$ cat src/rtl/bts_pkg.sv
// bts_pkg: shared types and constants for the BER-TLV tag seek block.
// Transaction payload structs, parser phase enum, parser state record.
// No dependencies.
package bts_pkg;

	localparam int unsigned TAG_W = 24;
	localparam int unsigned POS_W = 16;

	localparam logic [7:0] TAG_MORE_MASK = 8'h1F;  // low five bits set: tag continues
	localparam logic [7:0] HIGH_BIT      = 8'h80;  // tag continues / long length form
	localparam logic [7:0] LEN_LONG_ONE  = 8'h81;  // one length byte follows
	localparam logic [7:0] LEN_LONG_TWO  = 8'h82;  // two length bytes follow

	typedef enum logic [2:0] {
		PH_TAG1  = 3'd0,
		PH_TAG2  = 3'd1,
		PH_TAG3  = 3'd2,
		PH_LEN1  = 3'd3,
		PH_LENX  = 3'd4,
		PH_VALUE = 3'd5,
		PH_SKIP  = 3'd6
	} bts_phase_t;

	typedef struct packed {
		logic [7:0] data_byte;
		logic       last_byte;
	} bts_in_t;

	typedef struct packed {
		logic             found;
		logic [POS_W-1:0] match_offset;
	} bts_out_t;

	typedef struct packed {
		bts_phase_t       phase;
		logic [TAG_W-1:0] tag_accum;
		logic [POS_W-1:0] element_start;
		logic [POS_W-1:0] byte_position;
		logic [POS_W-1:0] value_remaining;
		logic [1:0]       length_left;
		logic             done;
	} bts_state_t;

	localparam bts_state_t STATE_RESET = '{
		phase:           PH_TAG1,
		tag_accum:       '0,
		element_start:   '0,
		byte_position:   '0,
		value_remaining: '0,
		length_left:     '0,
		done:            1'b0
	};

endpackage

$ cat src/rtl/ber_tlv_tag_seek.sv
// ber_tlv_tag_seek: top level of the BER-TLV tag search block.
// Input register, parser, result register and target tag register.
// Depends on bts_pkg and bts_parse.

// The block reads a BER-TLV list one byte per transaction (last_byte marks the
// final byte) and reports the first element whose tag equals target_tag:
// found=1 with the offset of that element's first tag byte, or, if the list
// ends without a match, a single found=0 transaction with offset 0. Later
// bytes of a list after a match give nothing. Tags are 1 to 3 bytes; lengths
// are short form, 0x81 or 0x82; any other long form makes the rest of the list
// be skipped. Throughput is one byte per clock while the result side does not
// stall: the accepted byte sits in the input register, the parser decides it
// combinationally and the result register takes the outcome when the parser
// steps; out_data is driven from that register. The only thing that
// slows input is a stall on the result side while a result is waiting, which
// holds the input register. target_tag is written through cfg_we/cfg_wdata;
// the user must do so only while the block is idle, which the block does not
// enforce. It resets to 0. No memories, so no post-reset clearing time.
module ber_tlv_tag_seek #(
	parameter int unsigned LIST_MAX_BYTES = 65535
) (
	input  logic                      clk,
	input  logic                      arst_n,
	// byte input channel
	input  logic                      in_valid,
	output logic                      in_stall,
	input  bts_pkg::bts_in_t          in_data,
	// result channel
	output logic                      out_valid,
	input  logic                      out_stall,
	output bts_pkg::bts_out_t         out_data,
	// target tag register write
	input  logic                      cfg_we,
	input  logic [bts_pkg::TAG_W-1:0] cfg_wdata
);
	import bts_pkg::*;

	bts_in_t          in_s1;
	logic             in_vld_s1;
	bts_out_t         out_q;
	logic             out_vld_q;
	logic [TAG_W-1:0] target_tag_q;

	logic             step;
	logic             accept;
	logic             emit;
	bts_out_t         result;

	// parser advances on a held byte whenever the result register is free or draining
	assign step     = in_vld_s1 && (!out_vld_q || !out_stall);
	assign in_stall = in_vld_s1 && !step;
	assign accept   = in_valid && !in_stall;

	assign out_valid = out_vld_q;
	assign out_data  = out_q;

	always_ff @(posedge clk or negedge arst_n) begin
		if (!arst_n) begin
			target_tag_q <= '0;
		end else if (cfg_we) begin
			target_tag_q <= cfg_wdata;
		end
	end

	// input register
	always_ff @(posedge clk or negedge arst_n) begin
		if (!arst_n) begin
			in_vld_s1 <= 1'b0;
		end else if (accept) begin
			in_vld_s1 <= 1'b1;
		end else if (step) begin
			in_vld_s1 <= 1'b0;
		end
	end

	always_ff @(posedge clk) begin
		if (accept) begin
			in_s1 <= in_data;
		end
	end

	bts_parse #(
		.LIST_MAX_BYTES(LIST_MAX_BYTES)
	) u_parse (
		.clk       (clk),
		.arst_n    (arst_n),
		.step      (step),
		.byte_in   (in_s1),
		.target_tag(target_tag_q),
		.emit      (emit),
		.result    (result)
	);

	// result register
	always_ff @(posedge clk or negedge arst_n) begin
		if (!arst_n) begin
			out_vld_q <= 1'b0;
		end else if (step && emit) begin
			out_vld_q <= 1'b1;
		end else if (!out_stall) begin
			out_vld_q <= 1'b0;
		end
	end

	always_ff @(posedge clk) begin
		if (step && emit) begin
			out_q <= result;
		end
	end

`ifndef SYNTH
	a_notfound_zero: assert property (@(posedge clk) disable iff (!arst_n)
		out_valid && !out_data.found |-> out_data.match_offset == '0)
		else $error("not-found result with nonzero offset");

	a_stall_needs_held_byte: assert property (@(posedge clk) disable iff (!arst_n)
		in_stall |-> in_vld_s1 && out_vld_q && out_stall)
		else $error("input stalled without a blocked result");

	a_emit_shows: assert property (@(posedge clk) disable iff (!arst_n)
		step && emit |=> out_valid)
		else $error("emitted result not presented");

	a_byte_consumed: assert property (@(posedge clk) disable iff (!arst_n)
		step && !accept |=> !in_vld_s1)
		else $error("input register not released after step");
`endif

endmodule

$ cat src/rtl/bts_parse.sv
// bts_parse: BER-TLV parser state and per-byte next-state logic.
// Consumes one byte per step cycle, flags a result transaction when one is due.
// Depends on bts_pkg.
module bts_parse #(
	parameter int unsigned LIST_MAX_BYTES = 65535
) (
	input  logic                          clk,
	input  logic                          arst_n,
	input  logic                          step,
	input  bts_pkg::bts_in_t              byte_in,
	input  logic [bts_pkg::TAG_W-1:0]     target_tag,
	output logic                          emit,
	output bts_pkg::bts_out_t             result
);
	import bts_pkg::*;

	localparam logic [POS_W-1:0] POS_LIMIT = POS_W'(LIST_MAX_BYTES);

	bts_state_t       st_q;
	bts_state_t       nxt;
	bts_state_t       upd;
	logic             match;
	logic             in_range;
	logic [7:0]       b;
	logic [1:0]       left_dec;
	logic [POS_W-1:0] val_shift;

	always_ff @(posedge clk or negedge arst_n) begin
		if (!arst_n) begin
			st_q <= STATE_RESET;
		end else if (step) begin
			st_q <= nxt;
		end
	end

	always_comb begin
		b         = byte_in.data_byte;
		in_range  = st_q.byte_position < POS_LIMIT;
		match     = 1'b0;
		upd       = st_q;
		left_dec  = st_q.length_left - 2'd1;
		val_shift = {st_q.value_remaining[7:0], b};

		if (!st_q.done && in_range) begin
			case (st_q.phase)
				PH_TAG1: begin
					upd.element_start = st_q.byte_position;
					upd.tag_accum     = {16'h0000, b};
					if ((b & TAG_MORE_MASK) == TAG_MORE_MASK) begin
						upd.phase = PH_TAG2;
					end else if ({16'h0000, b} == target_tag) begin
						match = 1'b1;
					end else begin
						upd.phase = PH_LEN1;
					end
				end
				PH_TAG2: begin
					upd.tag_accum = {st_q.tag_accum[15:0], b};
					if ((b & HIGH_BIT) != 8'h00) begin
						upd.phase = PH_TAG3;
					end else if ({st_q.tag_accum[15:0], b} == target_tag) begin
						match = 1'b1;
					end else begin
						upd.phase = PH_LEN1;
					end
				end
				PH_TAG3: begin
					upd.tag_accum = {st_q.tag_accum[15:0], b};
					if ({st_q.tag_accum[15:0], b} == target_tag) begin
						match = 1'b1;
					end else begin
						upd.phase = PH_LEN1;
					end
				end
				PH_LEN1: begin
					if ((b & HIGH_BIT) == 8'h00) begin
						upd.value_remaining = {8'h00, b};
						upd.phase = (b == 8'h00) ? PH_TAG1 : PH_VALUE;
					end else if (b == LEN_LONG_ONE || b == LEN_LONG_TWO) begin
						upd.value_remaining = '0;
						upd.length_left     = (b == LEN_LONG_ONE) ? 2'd1 : 2'd2;
						upd.phase           = PH_LENX;
					end else begin
						// unsupported long form: rest of the list is skipped
						upd.phase = PH_SKIP;
					end
				end
				PH_LENX: begin
					upd.value_remaining = val_shift;
					upd.length_left     = left_dec;
					if (left_dec == 2'd0) begin
						upd.phase = (val_shift == '0) ? PH_TAG1 : PH_VALUE;
					end
				end
				PH_VALUE: begin
					upd.value_remaining = st_q.value_remaining - POS_W'(1);
					if (st_q.value_remaining == POS_W'(1)) begin
						upd.phase = PH_TAG1;
					end
				end
				default: begin
					upd.phase = PH_SKIP;
				end
			endcase
		end

		if (match) begin
			upd.done = 1'b1;
		end
		if (in_range) begin
			upd.byte_position = st_q.byte_position + POS_W'(1);
		end

		// result: match now, or end of list with no match so far
		emit                = match || (byte_in.last_byte && !upd.done);
		result.found        = match;
		result.match_offset = match ? upd.element_start : '0;

		nxt = byte_in.last_byte ? STATE_RESET : upd;
	end

endmodule

$ cat config.mk
export PLATFORM = sky130hd
export DESIGN_NAME = ber_tlv_tag_seek
export DESIGN_NICKNAME = d
export VERILOG_FILES = /design/src/rtl/bts_pkg.sv /design/src/rtl/ber_tlv_tag_seek.sv /design/src/rtl/bts_parse.sv
export SDC_FILE = /design/constraint.sdc
export NUM_CORES = 1
export LEC_CHECK = 0
export BUFFER_PORTS_ARGS = -buffer_cell sky130_fd_sc_hd__clkbuf_2
export CAP_MARGIN = 30
export CORE_MARGIN = 5
export CORE_UTILIZATION = 30
export CTS_CLUSTER_DIAMETER = 50
export CTS_CLUSTER_SIZE = 10
export DETAILED_ROUTE_END_ITERATION = 10
export GPL_ROUTABILITY_DRIVEN = 1
export PLACE_DENSITY_LB_ADDON = 0.15
export SLEW_MARGIN = 0
export SYNTH_ARGS = -nofsm -noshare
export SYNTH_HDL_FRONTEND = slang
export SYNTH_HIERARCHICAL = 1
export SYNTH_SLANG_ARGS = --single-unit
export TNS_END_PERCENT = 1
$ cat constraint.sdc
create_clock -name clk -period 6.35 [get_ports clk]
set_clock_uncertainty 0.2 [all_clocks]
set_input_delay 0.3175 -clock clk [delete_from_list [all_inputs] [get_ports clk]]
set_output_delay 0.3175 -clock clk [all_outputs]
set_load 0.05 [all_outputs]
==> metrics <==
status finished, final reports clean; CTS H-tree depth 4; Final WS setup around 2400 ps; Post-synth top cells nand2_1 (99), dfrtp_1 (96), o21ai_0 (45); CTS clk-pin slew, worst paths roughly 60 ps; largest family of logic cells by synthesized area simple AND/OR/NAND/NOR gates; EDFF count, synth 26; initial antenna violation count 0; WL met1 ~7500 µm; vias in the first global route 4870; final setup fails 0; Power Dens Cells about 340 mW/mm²; DP Worst Slack ~2300 ps; DR iter-0 viols 314; Max-cap violations 0; FILL cells 2030; final RePlAce weighted congestion just under 0.8; cell area after synthesis ~0.006 mm²; setup_tns 0 ps; drc violations 0; Port Buf Inserts between 50 and 60; Vias per Instance between 4 and 5; antenna violation net count after detailed routing 0; crit path max fanout 19; Num CTS Buffers 17; Synth async-reset ratio 0.787; first-pass GRT wire length between 20000 and 30000 µm; Multi-input gate area 0.00273 mm²; die height ~150 µm; unrepaired setup endpoints after global routing no; Synthesis Warnings 6; Worst EP arrival approximately 3800 ps; Boundary Pins 57; largest cells by area after synthesis dfrtp_1 (39%), edfxtp_1 (13%), nand2_1 (6.1%); synth unique cells 60; die area about 0.023 mm²; uppermost layer routed met4; Via Count 4817; mux share of post-synthesis cell area 0.0616; Core Box Area just over 0.02 mm²; CP Launch Type register; fraction of layout cells with a size suffix above 1 0.183; R2R setup slack ~2400 ps; fin crit share 0.629; max-slew violation count 0; post_cts resized 0; f_max ~0.25 GHz; WL final roughly 16000 µm; Sinks on Clock Net 122; Seq cells post-synth between 100 and 150; ANT cells 0; Area Growth Syn to Fin 21.9%; Register Area 0.00318 mm²; Final min period 3990 ps; Syn Inst Count 602; crit path kind register to register; # rows 52; syn avg cell area ~10 µm²; clk buf depth 2; clk root buf clkbuf_16; post-synthesis compound-gate area fraction 0.148; first drt pass iteration count 5; syn_nets ~640; overflow left after global routing 0; Critical Path RT about 6000 ps; Lkg Pwr 3.06 nW; sequential element share of the synthesized area 0.519; chip width around 150 µm; routed len/inst 16.1 µm; worst hold path type primary input to asynchronous set/reset pin; CTS tree built; worst slew pin tran between 900 and 1000 ps; Post-Synth Simple-Gate Area 0.170; met3 WL between 500 and 600 µm; Synth Area in XOR/XNOR 0.0556; DR WL met2 roughly 7300 µm; count leader, synth nand2_1; Final Hold Fails 0; largest area contributor in the netlist dfrtp_1; detailed placer's ending HPWL about 10000 µm; Slew headroom 0.361; Max rail drop VDD around 0.17 mV; initial core utilization 0.304; Primary FF master, synth dfrtp_1; gr usage total 0.136; area share of fa/ha/maj cells after synthesis 0.00815; area share of the largest cell type after synthesis 0.391; nets@finish between 700 and 800; largest net degree at the start of global routing 53; Worst Setup End Kind register; worst-skew pair later-pin latency slightly above 400 ps
## cells by family (layout without fill, tap and decap cells)
family                   after synthesis  after routing
multiplexers                          27             27
XOR/XNOR                              39             39
flip-flops                           122            122
adder cells (fa/ha/maj)                4              4
buffers and inverters                 47            140
AO/OA/AOI/OAI                        143            143
AND/OR/NAND/NOR                      220            220
## routing by layer
metal / up-vias / global-route usage
li1: 2317 / -
met1: 2392 / 0.186
met2: 95 / 0.215
met3: 13 / 0.0303
met4: 0 / 0.0467
met5: - / 0
## registers in the layout, summed over array words and instances (netlist names)
name	count
target_tag_q	24
out_data	17
u_parse/st_q	70
in_s1	9
in_vld_s1	1
out_valid	1
## cells in the final DEF, fill, tap and decap left out, drive strengths merged, types with 3 or more instances in the layout
master,count
xor2,6
inv,11
mux2,26
dfrtp,96
nand3,14
ha,4
or2,3
nor3b,4
clkinvlp,3
nand2b,3
a221o,3
or3,5
a22o,16
o21ai,51
and2,5
o31ai,6
clkbuf,79
nand2,99
and3,4
a21oi,39
buf,6
nor2,35
edfxtp,26
nor4,12
nor3,15
xnor2,33
a22oi,6
clkinv,5
or4,4
nand4,11
dlygate4sd3,36
## report_power, final
| group | internal (mW) | switching, mW |
|---|---|---|
| registers | 0.898 | 0.139 |
| clock network | 0.506 | 0.344 |
| logic | 0.265 | 0.402 |
## through the flow
stage          hold slack [ps]  power (mW)   util  cells  area [µm²]
2_1_floorplan             -178        1.52      -    602        6140
3_3_place_gp               200        1.70  0.327    895        6600
3_5_place_dp               205        1.70  0.327    896        6600
4_1_cts                    294        2.58  0.371    964        7470
5_1_grt                    312        2.71  0.371    965        7480
6_report                   280        2.55  0.371    965        7480
## final cells by class
class | count | share of cell area
Sequential cell | 122 | 0.425
Multi-Input combinational cell | 433 | 0.365
Timing Repair Buffer | 97 | 0.0907
Clock buffer | 24 | 0.0617
Tap cell | 270 | 0.0452
Clock inverter | 8 | 0.00686
Inverter | 11 | 0.00552
## final timing paths
check | from | endpoint | cells after the start
min in group clk | u_parse/st_q[48] | u_parse/st_q[48] | 1
min | arst_n | target_tag_q[5] | 2
max | u_parse/st_q[19] | out_data[15] | 8
max in group asynchronous | arst_n | u_parse/st_q[33] | 3
min reg2reg | u_parse/st_q[48] | u_parse/st_q[48] | 1
max reg2reg | u_parse/st_q[19] | out_data[15] | 8
## critical path, cell delays in order (launching register included)
cell and delay [ps]:
dfrtp_1 440, ha_1 270, nand3_1 170, nor4_2 120, a2111oi_0 520, nand3_1 760
o21ai_0 300, nand2_1 110, a21oi_2 710
## repair_timing
| item | CTS | global route |
|---|---|---|
| endpoints found under the hold margin | 86 | 0 |
| buffers inserted | 0 | 0 |
| hold buffers | 36 | 0 |
No activity file was read; power rests on OpenSTA's default activity.
